===== src/design/uacp_hello_ack_responder_unit_assert.svh =====
// Assertion macros shared by the responder's modules.
// Both sample on the rising edge of clk and are disabled while arst_n is low.
`ifndef UACP_HELLO_ACK_RESPONDER_UNIT_ASSERT_SVH
`define UACP_HELLO_ACK_RESPONDER_UNIT_ASSERT_SVH

// A general property.
`define UACP_ASSERT(label, prop, msg) \
	label: assert property (@(posedge clk) disable iff (!arst_n) (prop)) else $error(msg);

// An implication that is checked in the same cycle.
`define UACP_ASSERT_IMP(label, ante, cons, msg) \
	label: assert property (@(posedge clk) disable iff (!arst_n) (ante) |-> (cons)) else $error(msg);

`endif


===== src/design/uacp_pkg.sv =====
`default_nettype none

package uacp_pkg;

	localparam int BC_W        = 21;
	localparam int HDR_LEN     = 8;
	localparam int ACK_LEN     = 8 + 20;
	localparam int CNT_W       = $clog2(ACK_LEN);
	localparam int QUEUE_DEPTH = 4;

	localparam logic [BC_W-1:0] LBS_RESET = BC_W'(2048);
	localparam logic [23:0]     TYPE_HEL  = 24'h4C4548;

	localparam logic CMD_BYTE    = 1'b0;
	localparam logic CMD_CONNECT = 1'b1;

	localparam logic KIND_ACK   = 1'b0;
	localparam logic KIND_CLOSE = 1'b1;

	typedef struct packed {
		logic       command;
		logic [7:0] rx_byte;
	} rx_item_t;

	typedef struct packed {
		logic       out_kind;
		logic [7:0] out_byte;
		logic       last;
	} tx_item_t;

	// One job for the transmit side: a close, or an acknowledge with its sizes.
	typedef struct packed {
		logic            close;
		logic [BC_W-1:0] send_size;
		logic [BC_W-1:0] recv_size;
		logic [BC_W-1:0] max_msg;
	} uacp_evt_t;

endpackage

`default_nettype wire


===== src/design/uacp_chan_if.sv =====
`default_nettype none

interface uacp_chan_if #(
	parameter type T = logic
) ();
	logic valid;
	logic ready;
	T     data;

	modport source (output valid, output data, input ready);
	modport sink (input valid, input data, output ready);
endinterface

`default_nettype wire


===== src/design/uacp_hello_ack_responder_unit.sv =====
// Hello/acknowledge responder for one connection. The rx channel takes one beat per cycle: a
// received byte, or a new-connection command that clears all parse state. A parser frames
// messages by their 8-byte header, keeps the client sizes of a hello message and, on the
// header's last byte or the message's last byte, queues a job: a close (bad size, or a hello
// shorter than 28 bytes) or a 28-byte acknowledge. A transmit serialiser drains the job queue
// (QUEUE_DEPTH entries, default four) and sends one result beat per cycle on tx: one beat for a
// close, 28 for an acknowledge, with last set on the final beat. A job's first beat is loaded
// once it is queued and the tx register is free. rx accepts a beat every cycle while the queue
// has room; a long tx stall fills the queue and then holds rx ready low. After a close, bytes
// are dropped silently until the next new-connection command. cfg writes local_buf_size (reset
// 2048) and is always ready; write it only while no results are outstanding.
`default_nettype none

module uacp_hello_ack_responder_unit #(
	parameter int QUEUE_DEPTH = uacp_pkg::QUEUE_DEPTH
) (
	input  wire         clk,
	input  wire         arst_n,
	uacp_chan_if.sink   rx,
	uacp_chan_if.sink   cfg,
	uacp_chan_if.source tx
);
	import uacp_pkg::*;

	logic [BC_W-1:0] lbs_q;
	uacp_evt_t       push_evt;
	uacp_evt_t       head_evt;
	logic            push;
	logic            pop;
	logic            queue_full;
	logic            queue_empty;

	assign cfg.ready = 1'b1;

	always_ff @(posedge clk or negedge arst_n) begin
		if (!arst_n) begin
			lbs_q <= LBS_RESET;
		end else if (cfg.valid) begin
			lbs_q <= cfg.data;
		end
	end

	uacp_front u_front (
		.clk        (clk),
		.arst_n     (arst_n),
		.rx         (rx),
		.lbs        (lbs_q),
		.queue_full (queue_full),
		.push       (push),
		.evt        (push_evt)
	);

	uacp_queue #(
		.DEPTH (QUEUE_DEPTH)
	) u_queue (
		.clk     (clk),
		.arst_n  (arst_n),
		.push    (push),
		.wr_data (push_evt),
		.pop     (pop),
		.rd_data (head_evt),
		.full    (queue_full),
		.empty   (queue_empty)
	);

	uacp_back u_back (
		.clk       (clk),
		.arst_n    (arst_n),
		.evt_valid (!queue_empty),
		.evt       (head_evt),
		.pop       (pop),
		.tx        (tx)
	);

endmodule

`default_nettype wire


===== src/design/uacp_queue.sv =====
`default_nettype none

module uacp_queue #(
	parameter int DEPTH = uacp_pkg::QUEUE_DEPTH
) (
	input  wire                 clk,
	input  wire                 arst_n,
	input  wire                 push,
	input  uacp_pkg::uacp_evt_t wr_data,
	input  wire                 pop,
	output uacp_pkg::uacp_evt_t rd_data,
	output logic                full,
	output logic                empty
);
	import uacp_pkg::*;

	localparam int PTR_W = (DEPTH > 1) ? $clog2(DEPTH) : 1;
	localparam int CNT_QW = $clog2(DEPTH + 1);

	uacp_evt_t          mem [DEPTH];
	logic [PTR_W-1:0]   wr_ptr_q;
	logic [PTR_W-1:0]   rd_ptr_q;
	logic [CNT_QW-1:0]  count_q;

	assign full    = (count_q == CNT_QW'(DEPTH));
	assign empty   = (count_q == '0);
	assign rd_data = mem[rd_ptr_q];

	always_ff @(posedge clk) begin
		if (push) begin
			mem[wr_ptr_q] <= wr_data;
		end
	end

	always_ff @(posedge clk or negedge arst_n) begin
		if (!arst_n) begin
			wr_ptr_q <= '0;
			rd_ptr_q <= '0;
			count_q  <= '0;
		end else begin
			if (push) begin
				wr_ptr_q <= (wr_ptr_q == PTR_W'(DEPTH - 1)) ? '0 : wr_ptr_q + 1'b1;
			end
			if (pop) begin
				rd_ptr_q <= (rd_ptr_q == PTR_W'(DEPTH - 1)) ? '0 : rd_ptr_q + 1'b1;
			end
			if (push && !pop) begin
				count_q <= count_q + 1'b1;
			end else if (pop && !push) begin
				count_q <= count_q - 1'b1;
			end
		end
	end

endmodule

`default_nettype wire


===== src/design/uacp_front.sv =====
`default_nettype none
`include "uacp_hello_ack_responder_unit_assert.svh"

module uacp_front (
	input  wire                   clk,
	input  wire                   arst_n,
	uacp_chan_if.sink             rx,
	input  wire [uacp_pkg::BC_W-1:0] lbs,
	input  wire                   queue_full,
	output logic                  push,
	output uacp_pkg::uacp_evt_t   evt
);
	import uacp_pkg::*;

	logic [BC_W-1:0] byte_count_q;
	logic [23:0]     msg_type_q;
	logic [31:0]     msg_size_q;
	logic [31:0]     recv_q;
	logic [31:0]     send_q;
	logic [31:0]     max_q;
	logic            closed_q;

	logic [23:0]     type_nx;
	logic [31:0]     size_nx;
	logic [31:0]     recv_nx;
	logic [31:0]     send_nx;
	logic [31:0]     max_nx;
	logic [BC_W:0]   pos_inc;
	logic [7:0]      b;
	logic [4:0]      lane;
	logic            fire;
	logic            bad_size;
	logic            msg_end;

	// Zero from the client means take our size, otherwise the smaller one.
	function automatic logic [BC_W-1:0] negotiate(input logic [31:0] c,
			input logic [BC_W-1:0] ours);
		logic take_ours;
		take_ours = (c == '0) || (c > 32'(ours));
		return take_ours ? ours : c[BC_W-1:0];
	endfunction

	assign rx.ready = !queue_full;
	assign fire     = rx.valid && rx.ready;
	assign b        = rx.data.rx_byte;
	assign lane     = {byte_count_q[1:0], 3'b000};
	assign pos_inc  = {1'b0, byte_count_q} + 1'b1;

	always_comb begin
		type_nx = msg_type_q;
		size_nx = msg_size_q;
		recv_nx = recv_q;
		send_nx = send_q;
		max_nx  = max_q;
		if (byte_count_q == '0) begin
			type_nx = {16'h0000, b};
			size_nx = '0;
		end else if (byte_count_q < BC_W'(3)) begin
			type_nx[lane +: 8] = b;
		end else if (byte_count_q >= BC_W'(4) && byte_count_q < BC_W'(HDR_LEN)) begin
			size_nx[lane +: 8] = b;
		end else if (byte_count_q >= BC_W'(12) && byte_count_q < BC_W'(16)) begin
			recv_nx[lane +: 8] = b;
		end else if (byte_count_q >= BC_W'(16) && byte_count_q < BC_W'(20)) begin
			send_nx[lane +: 8] = b;
		end else if (byte_count_q >= BC_W'(20) && byte_count_q < BC_W'(24)) begin
			max_nx[lane +: 8] = b;
		end
		// Each client field is cleared on the byte before its first one.
		if (byte_count_q == BC_W'(11)) begin
			recv_nx = '0;
		end
		if (byte_count_q == BC_W'(15)) begin
			send_nx = '0;
		end
		if (byte_count_q == BC_W'(19)) begin
			max_nx = '0;
		end
	end

	assign bad_size = (byte_count_q == BC_W'(HDR_LEN - 1))
			&& (size_nx < 32'(HDR_LEN) || size_nx > 32'(lbs));
	assign msg_end  = (byte_count_q >= BC_W'(HDR_LEN - 1)) && (32'(pos_inc) >= size_nx);

	assign push = fire && (rx.data.command == CMD_BYTE) && !closed_q
			&& (bad_size || (msg_end && type_nx == TYPE_HEL));

	always_comb begin
		evt.close     = bad_size || (size_nx < 32'(ACK_LEN));
		evt.send_size = negotiate(send_q, lbs);
		evt.recv_size = negotiate(recv_q, lbs);
		evt.max_msg   = negotiate(max_q, lbs);
	end

	always_ff @(posedge clk or negedge arst_n) begin
		if (!arst_n) begin
			byte_count_q <= '0;
			msg_type_q   <= '0;
			msg_size_q   <= '0;
			recv_q       <= '0;
			send_q       <= '0;
			max_q        <= '0;
			closed_q     <= 1'b0;
		end else if (fire) begin
			if (rx.data.command == CMD_CONNECT) begin
				byte_count_q <= '0;
				msg_type_q   <= '0;
				msg_size_q   <= '0;
				recv_q       <= '0;
				send_q       <= '0;
				max_q        <= '0;
				closed_q     <= 1'b0;
			end else if (!closed_q) begin
				msg_type_q <= type_nx;
				msg_size_q <= size_nx;
				recv_q     <= recv_nx;
				send_q     <= send_nx;
				max_q      <= max_nx;
				if (bad_size) begin
					closed_q <= 1'b1;
				end else if (msg_end) begin
					byte_count_q <= '0;
					if (type_nx == TYPE_HEL && size_nx < 32'(ACK_LEN)) begin
						closed_q <= 1'b1;
					end
				end else begin
					byte_count_q <= pos_inc[BC_W-1:0];
				end
			end
		end
	end

	`UACP_ASSERT_IMP(a_closed_silent, fire && closed_q && rx.data.command == CMD_BYTE, !push, "job from a closed connection")
	`UACP_ASSERT(a_connect_clears, (fire && rx.data.command == CMD_CONNECT) |=> (byte_count_q == '0 && !closed_q), "parser not cleared")
	`UACP_ASSERT_IMP(a_ack_late, push && !evt.close, byte_count_q >= BC_W'(ACK_LEN - 1), "early acknowledge job")

endmodule

`default_nettype wire


===== src/design/uacp_back.sv =====
`default_nettype none
`include "uacp_hello_ack_responder_unit_assert.svh"

module uacp_back (
	input  wire                 clk,
	input  wire                 arst_n,
	input  wire                 evt_valid,
	input  uacp_pkg::uacp_evt_t evt,
	output logic                pop,
	uacp_chan_if.source         tx
);
	import uacp_pkg::*;

	logic [CNT_W-1:0] cnt_q;
	logic             tx_valid_q;
	tx_item_t         tx_data_q;
	tx_item_t         beat_d;
	logic             load;
	logic             last_beat;
	logic [31:0]      word;

	// Acknowledge message as little-endian words: "ACKF", size, 0, the three
	// negotiated sizes, and the chunk count of one.
	function automatic logic [31:0] ack_word(input uacp_evt_t e, input logic [2:0] w);
		logic [31:0] r;
		unique case (w)
			3'd0:    r = 32'h464B4341;
			3'd1:    r = 32'(ACK_LEN);
			3'd2:    r = 32'h0;
			3'd3:    r = 32'(e.send_size);
			3'd4:    r = 32'(e.recv_size);
			3'd5:    r = 32'(e.max_msg);
			3'd6:    r = 32'h1;
			default: r = 32'h0;
		endcase
		return r;
	endfunction

	assign load      = evt_valid && (!tx_valid_q || tx.ready);
	assign last_beat = evt.close || (cnt_q == CNT_W'(ACK_LEN - 1));
	assign pop       = load && last_beat;
	assign word      = ack_word(evt, cnt_q[CNT_W-1:2]);

	always_comb begin
		if (evt.close) begin
			beat_d.out_kind = KIND_CLOSE;
			beat_d.out_byte = 8'h00;
			beat_d.last     = 1'b1;
		end else begin
			beat_d.out_kind = KIND_ACK;
			beat_d.out_byte = word[{cnt_q[1:0], 3'b000} +: 8];
			beat_d.last     = last_beat;
		end
	end

	assign tx.valid = tx_valid_q;
	assign tx.data  = tx_data_q;

	always_ff @(posedge clk or negedge arst_n) begin
		if (!arst_n) begin
			tx_valid_q <= 1'b0;
			cnt_q      <= '0;
		end else begin
			if (!tx_valid_q || tx.ready) begin
				tx_valid_q <= evt_valid;
			end
			if (load) begin
				cnt_q <= last_beat ? '0 : cnt_q + 1'b1;
			end
		end
	end

	always_ff @(posedge clk) begin
		if (load) begin
			tx_data_q <= beat_d;
		end
	end

	`UACP_ASSERT(a_cnt_range, cnt_q < CNT_W'(ACK_LEN), "beat counter ran past the acknowledge length")
	`UACP_ASSERT_IMP(a_close_shape, tx_valid_q && tx_data_q.out_kind == KIND_CLOSE, tx_data_q.out_byte == 8'h00 && tx_data_q.last, "malformed close beat")
	`UACP_ASSERT_IMP(a_idle_cnt, !evt_valid, cnt_q == '0, "beat counter left mid-message with no job queued")

endmodule

`default_nettype wire


===== src/flat_wrapper.sv =====
// flat-port wrapper written by rule: the top's interface ports become plain ports
module uacp_hello_ack_responder_unit_flat import uacp_pkg::*;
#(
	parameter int QUEUE_DEPTH = uacp_pkg::QUEUE_DEPTH
)
  (clk, arst_n, rx_valid, rx_data, rx_ready, cfg_valid, cfg_data, cfg_ready, tx_valid, tx_data, tx_ready);
  uacp_chan_if #(.T(rx_item_t)) rx_i ();
  uacp_chan_if #(.T(logic [BC_W-1:0])) cfg_i ();
  uacp_chan_if #(.T(tx_item_t)) tx_i ();
  input  wire clk;
  input  wire arst_n;
  input wire logic [$bits(rx_i.valid)-1:0] rx_valid;
  input wire logic [$bits(rx_i.data)-1:0] rx_data;
  output wire logic [$bits(rx_i.ready)-1:0] rx_ready;
  input wire logic [$bits(cfg_i.valid)-1:0] cfg_valid;
  input wire logic [$bits(cfg_i.data)-1:0] cfg_data;
  output wire logic [$bits(cfg_i.ready)-1:0] cfg_ready;
  output wire logic [$bits(tx_i.valid)-1:0] tx_valid;
  output wire logic [$bits(tx_i.data)-1:0] tx_data;
  input wire logic [$bits(tx_i.ready)-1:0] tx_ready;
  assign rx_i.valid = rx_valid;
  assign rx_i.data = rx_data;
  assign rx_ready = rx_i.ready;
  assign cfg_i.valid = cfg_valid;
  assign cfg_i.data = cfg_data;
  assign cfg_ready = cfg_i.ready;
  assign tx_valid = tx_i.valid;
  assign tx_data = tx_i.data;
  assign tx_i.ready = tx_ready;
  uacp_hello_ack_responder_unit #(.QUEUE_DEPTH(QUEUE_DEPTH)) u_core (.clk(clk), .arst_n(arst_n), .rx(rx_i), .cfg(cfg_i), .tx(tx_i));
endmodule

===== config.mk =====
export PLATFORM = sky130hd
export DESIGN_NAME = uacp_hello_ack_responder_unit_flat
export DESIGN_NICKNAME = d
export VERILOG_FILES = /design/src/design/uacp_pkg.sv /design/src/design/uacp_chan_if.sv /design/src/design/uacp_hello_ack_responder_unit.sv /design/src/design/uacp_queue.sv /design/src/design/uacp_front.sv /design/src/design/uacp_back.sv /design/src/flat_wrapper.sv
export VERILOG_INCLUDE_DIRS = /design/src /design/src/design
export SDC_FILE = /design/constraint.sdc
export NUM_CORES = 1
export LEC_CHECK = 0
export BUFFER_PORTS_ARGS = -buffer_cell sky130_fd_sc_hd__buf_2
export CAP_MARGIN = 0
export CELL_PAD_IN_SITES_DETAIL_PLACEMENT = 0
export CELL_PAD_IN_SITES_GLOBAL_PLACEMENT = 2
export CORE_ASPECT_RATIO = 1.1
export CORE_MARGIN = 2
export CORE_UTILIZATION = 38
export CTS_BUF_LIST = sky130_fd_sc_hd__clkbuf_8
export DETAILED_ROUTE_END_ITERATION = 10
export GPL_ROUTABILITY_DRIVEN = 0
export PLACE_DENSITY = 0.67
export SLEW_MARGIN = 0
export SYNTH_ARGS = -nofsm -noshare
export SYNTH_HDL_FRONTEND = slang
export SYNTH_SLANG_ARGS = --single-unit

===== constraint.sdc =====
create_clock -name clk -period 12.8 [get_ports clk]
set_input_delay 1.28 -clock clk [delete_from_list [all_inputs] [get_ports clk]]
set_output_delay 1.28 -clock clk [all_outputs]
set_load 0.02 [all_outputs]

[Word-level counts from Yosys, hierarchy flattened]
Memory sizes are Yosys's and may differ from the RTL's.
Index checks and enable logic that the tools add are counted.
Operators by class
  add/subtract/negate cells: 7
  multipliers: 0
  divide/modulo/power cells: 0
  order comparisons: 17
  equality and inequality tests: 28
  shifts and indexed selects: 5
  multiplexer cells: 59
  bitwise logic cells: 1
  reductions and logical operators: 45
Operators with widths (count)
  32-bit two-way mux: 29
  31-bit one-hot mux with 6 select lines: 1
  21-bit two-way mux: 7
  32-bit bitwise mux: 4
  32-bit by 21-bit > comparator with 1-bit output: 4
  32-bit logical NOT: 3
  24-bit two-way mux: 4
  21-bit by 5-bit less-than comparator with 1-bit output (second input constant): 3
  21-bit by 4-bit equality test with 1-bit output (second input constant): 2
  21-bit by 3-bit greater-or-equal comparator with 1-bit output (second input constant): 2
  21-bit by 5-bit greater-or-equal comparator with 1-bit output (second input constant): 2
  3-bit by 2-bit != test with 1-bit output (second input constant): 12
  22-bit by 32-bit greater-or-equal comparator with 1-bit output: 1
  32-bit by 4-bit less-than comparator with 1-bit output (second input constant): 1
  32-bit by 5-bit less-than comparator with 1-bit output (second input constant): 1
  8-bit by 7-bit variable shift with 32-bit output (first input constant): 1
  32-bit by 6-bit indexed part select with 8-bit output: 1
  8-bit by 7-bit indexed part select with 32-bit output: 1
  24-bit bitwise mux: 1
  24-bit by 23-bit equality test with 1-bit output (second input constant): 1
  8-bit by 7-bit variable shift with 24-bit output (first input constant): 1
  8-bit by 7-bit indexed part select with 24-bit output: 1
  21-bit by 1-bit adder with 22-bit output (second input constant): 1
  21-bit by 3-bit equality test with 1-bit output (second input constant): 1
  33 further kinds: 77
Word-level totals
  register bits after elaboration: 218
  bits in latches: 0
  memory bits (writable): 256
  bits in read-only memories: 0
  logic and storage cells: 179
  memories kept: 1
Memory list
  u_core.u_queue.mem: words 4, bits a word 64, rd ports 1, clocked after Yosys merged registers in 0, write ports 1, RTL line uacp_queue.sv:20  | uacp_evt_t mem [DEPTH];

[Logic depth before layout (Yosys ltp)]
  depth in word-level cells: 15
  mapped depth: 27

[Cells and area by module]
Synthesis repeated with hierarchy kept, for this count alone.
Unflattened totals
  cells, all modules: 1866
  area, all modules: 23565.1 sq um
By module, submodules not included
  uacp_front: times used 1, cells each 1297, area each 11693.7 sq um
  uacp_queue: times used 1, cells each 371, area each 9646.8 sq um
  uacp_back: times used 1, cells each 151, area each 1348.8 sq um
  uacp_hello_ack_responder_unit: times used 1, cells each 47, area each 875.8 sq um

[Worst setup path after synthesis]
No wires, ideal clock.
  kind: flip-flop to flip-flop
  start: register u_core.u_front.byte_count_q[1]
  end: memory u_core.u_queue.mem[0][0] (netlist name), enable pin
  arrival: 5537 ps
  data required time: 12371 ps
  slack: 6834 ps
  stages on the path, launching flop included: 21
  buffers on the path: 2
  path through: dfrtp_1 -> ha_1 -> clkbuf_1 -> and3_1 -> nand3_1 -> nor2_1 -> nand3_1 -> or2_2 -> clkbuf_1 -> nor2_1 -> nand2_1 -> xor2_1 -> inv_1 -> ha_1 -> nand2_1 -> o21ai_0 -> a41oi_1 -> a221o_1 -> or3_4 -> o221ai_2 -> and3_1
Between the ends
  word-level cells in the longest chain between the ends: 13
  elaborated cells on any way between the ends: 32
  classes of those cells: 2 x add/sub; 7 x order compare; 2 x eq/ne; 4 x shift; 9 x mux; 8 x reduce/logical
RTL lines
  from (decl): RTL line uacp_front.sv:15  | logic [BC_W-1:0] byte_count_q;
  from (signal assigned): RTL line uacp_front.sv:127  | byte_count_q <= pos_inc[BC_W-1:0];
  5-bit negation with 7-bit output: RTL line uacp_front.sv:59, uacp_front.sv:61
  8-bit by 7-bit indexed part select with 32-bit output / 8-bit by 7-bit variable shift with 32-bit output (equally long branches): RTL line uacp_front.sv:61  | size_nx[lane +: 8] = b;
  32-bit bitwise mux: RTL line uacp_front.sv:61
  32-bit two-way mux: RTL line uacp_front.sv:60  | end else if (byte_count_q >= BC_W'(4) && byte_count_q < BC_W'(HDR_LEN)) begin
  32-bit two-way mux: RTL line uacp_front.sv:58  | end else if (byte_count_q < BC_W'(3)) begin
  32-bit two-way mux: RTL line uacp_front.sv:55  | if (byte_count_q == '0) begin
  32-bit by 4-bit less-than comparator with 1-bit output, or another cell as far along: RTL line uacp_front.sv:82  | && (size_nx < 32'(HDR_LEN) || size_nx > 32'(lbs));
  1-bit logical OR / 1-bit logical AND (equally long branches): RTL line uacp_front.sv:82, uacp_front.sv:83
  1-bit logical AND, on equally long branches: RTL line uacp_front.sv:82, uacp_front.sv:86
  1-bit logical OR *: RTL line uacp_front.sv:86  | && (bad_size || (msg_end && type_nx == TYPE_HEL));
  1-bit logical AND *: RTL line uacp_front.sv:86
  1-bit two-way mux *: RTL line uacp_queue.sv:30  | if (push) begin
  1-bit two-way mux (implied by the code) *: RTL line uacp_queue.sv:31  | mem[wr_ptr_q] <= wr_data;
  to (decl): RTL line uacp_queue.sv:20
Every way passes the cells marked *; elsewhere a longest branch is shown, timed or not.

[Final worst setup path]
  start: register u_core.u_front.byte_count_q[0]
  end: memory u_core.u_queue.mem[3][39] (netlist name), enable pin
Same word-level chain as after synthesis.

==> impl_metrics.ini <==
[detailed_routing]
wirelength_mm = 70.1
drc = 0
met1_length_mm = 29.4
wl_met3_mm = 2.55
routed_via_density = 5.46
dr.max_layer_used = met4
wl_met2_mm = 34.8
drtIter0Drc = 806
ant_nets = 0
vias = 15600
firstDrtPassIters = 8
avgRoutedWirePerCell_um = 24.6

[final_layout]
drive_gt1_frac = 0.176
syn2layout_area_growth_pct = 11.9
stdcell_area_um2 = 26000
mostFrequentLayoutCell = nand2_1
layout.cells.non_filler = 2851
mostFrequentLayoutCells = nand2_1 (282), edfxtp_1 (266), dfrtp_1 (205)
fin_nets = 2110

[clock_tree]
clock_sinks = 474
ctsRootBufferMaster = clkbuf_8
cts_setup_buffers = 0
htree_levels = 3
numCtsBuffers = 82
cts_hold_buf = 0
cts.repair.resized = 0
cts_tree = built
clk_path_buf_depth = 3
clock_latency_ns = 0.68
path_clk_slew_ns = 0.06

[worst_setup_path]
rrSetupSlack_ns = 6.34
critPathMaxFanout = 54
cp.required_ns = 13.10
cpPeakStageDelay_ns = 0.69
slowest_stage = buf_4
crit_type = flip-flop to flip-flop
worst_setup_path_start_kind = flip-flop
critPathArrivalTime_ns = 6.76
crit_chain = ha_1 -> buf_4 -> and3_1 -> nand3_1 -> nor2_1 -> nand3_1 -> or2_2 -> nor2_1 -> nand2_1 -> xor2_1 -> inv_1 -> ha_1 -> nand2_1 -> o21ai_0 -> a41oi_1 -> a221o_1 -> or3_4 -> o221ai_2 -> and3_2 -> buf_4
r2r-end = u_core.u_queue.mem[3][39]
rr_worst_depth = 20
timing.rr.start = u_core.u_front.byte_count_q[0]
worstSetupEndpointType = flip-flop

[sta]
tns_ns = 0
slew_viol_final = 0
worst_slew_pin_slew_ns = 1.13
fin_skew_ns = 0.0391
finalCritPeriodShare = 0.505
finalHoldViolations = 0
slew_headroom = 0.241
fmax_ghz = 0.155
final-setup-viol-count = 0
worst_slack_ns = 6.34
rsz0062_at_grt = no
fin_crit_ns = 6.46

[synthesis]
mappedNetlistNets = 2047
synth_area_um2 = 23200
synth_seq_cells = 474
async_flop_share = 0.439
avgSynthCellArea_um2 = 12.3
netlist_instances = 1896
synth_flop_cell = edfxtp_1
yosysTopAreaCellShare = 0.344
synth_edf_count = 266
synthDistinctLibCells = 85
seq_area_frac_synth = 0.568
synth.area.top_cells = edfxtp_1 (34%), dfrtp_1 (22%), mux4_2 (6.2%), ha_1 (6.2%), nand2_1 (4.6%)
yosysWarnings = 0
post-synth-top-area-cell = edfxtp_1

[hold_path]
holdPathEnd = u_core.u_front.recv_q[27]
min_from = u_core.u_front.recv_q[27]
hold_class = flip-flop to flip-flop
hold_depth = 2

[die]
start_util = 0.383
die_h_um = 263
dieArea_um2 = 63100
placementRows = 95
io_pins = 48
fp.coreArea_um2 = 60700
die_w_um = 240

[global_routing]
grt_usage = 0.226
grt_max_degree = 85
grt_pass1_wl_mm = 105
grt_overflow = 0
grt_pass1_vias = 16300
grt_antenna_before_repair = 2

[flow_run]
drv_cap = 0

[power_and_ir_drop]
vdd_ir_drop_max_uv = 80.4
p_per_area_nw_per_um2 = 197
leakage_uw = 0.0104

[placed_design]
dp_hpwl_mm = 50.0
place_area_um2 = 24300
dp_cells = 2699
dp_slack_ns = 6.25
portBuffers = 46

[status]
status = complete, no violations
==> Yosys cell counts, types with 5 or more instances <==
cell / instances
mux2_2: 66
and4_1: 6
edfxtp_1: 266
nor2b_1: 17
nand2b_1: 17
nand4_1: 21
a21oi_1: 48
xnor2_1: 15
o21ai_1: 22
a22oi_1: 8
nor4_1: 25
ha_1: 115
clkbuf_1: 71
buf_1: 11
and3_1: 14
xor2_1: 9
and2_1: 5
a22o_1: 33
a211oi_1: 5
nand3_1: 31
mux4_2: 64
o22ai_1: 7
or3_1: 7
o31ai_1: 35
or4_1: 8
or2_2: 6
o211ai_1: 6
a221oi_1: 7
inv_1: 71
nor3_1: 28
o21a_1: 14
nor2_1: 58
a31oi_1: 8
buf_6: 6
a21o_1: 23
o21ai_0: 168
nand2_1: 282
dfrtp_1: 207
==> registers in the layout (all words and copies together), names as in the netlist, 2 cells and up <==
name / flops
u_core.u_front.byte_count_q: 21
u_core.u_queue.wr_ptr_q: 2
u_core.u_front.max_q: 32
u_core.u_front.send_q: 32
u_core.u_front.msg_size_q: 32
u_core.u_queue.rd_ptr_q: 2
u_core.u_front.recv_q: 32
u_core.u_front.msg_type_q: 24
u_core.u_back.cnt_q: 5
u_core.lbs_q: 21
u_core.u_back.tx.data: 10
u_core.u_queue.count_q: 3
u_core.u_queue.mem: 256
==> cell type report <==
class	count	area, um^2
repair buffers	73	443
clock buffers	91	1250
flip-flops and latches	474	13200
multi-input cells	1257	9390
diodes	2	5.00
well taps	824	1030
clock inverters	59	423
fillers	5709	34700
inverters	71	267
==> layer usage <==
| layer | vias to the layer above | GRT usage |
|---|---|---|
| met5 | - | 0 |
| met4 | 0 | 0.112 |
| met3 | 129 | 0.0344 |
| met2 | 310 | 0.384 |
| li1 | 7282 | - |
| met1 | 7846 | 0.281 |
==> critical path: cells and delay by family, from the launching register on <==
| family | cells | cell delay [ns] |
|---|---|---|
| DFF | 1 | 0.64 |
| and+or+nand+nor | 10 | 2.47 |
| adders and majority gates | 2 | 0.52 |
| buffers and inverters | 3 | 0.98 |
| AOI/OAI and AO/OA | 4 | 1.19 |
| xor gates and xnor gates | 1 | 0.19 |
==> per-stage QoR <==
step	total power, uW	util	hold slack, ns
global placement	3740	0.401	0.460
detailed placement	3760	0.401	0.469
floorplan	3180	-	0.449
finish	5130	0.428	0.476
global route	5400	0.428	0.501
CTS	5200	0.428	0.481
==> worst max-delay path by stage <==
stage / start / endpoint / slack (ns) / cells past startpoint
after floorplan: u_core.u_front.byte_count_q[1] / u_core.u_queue.mem[0][0] / 6.83 / 20
after global placement: u_core.u_front.byte_count_q[17] / u_core.u_queue.mem[3][17] / 6.39 / 15
after detailed placement: u_core.u_front.byte_count_q[17] / u_core.u_queue.mem[3][17] / 6.25 / 15
after CTS: u_core.u_front.byte_count_q[0] / u_core.u_queue.mem[3][27] / 6.25 / 20
after global routing: u_core.u_front.byte_count_q[0] / u_core.u_queue.mem[3][27] / 5.90 / 20
final: u_core.u_front.byte_count_q[0] / u_core.u_queue.mem[3][39] / 6.34 / 20
==> where the power goes <==
| group | switching [uW] | internal, uW |
|---|---|---|
| combinational | 998 | 664 |
| clock | 649 | 762 |
| sequential | 146 | 1920 |
| total | 1790 | 3340 |
==> kinds of logic after synthesis <==
logic type      Yosys count  synth area share
compound gates          429             0.120
xor+xnor                 24           0.00905
fa+ha+maj               116            0.0628
buf+inv                 165            0.0291
flops                   474             0.568
mux                     134            0.0957
other cells               1          0.000161
simple gates            553             0.116
No activity file was read; power rests on OpenSTA's default activity.
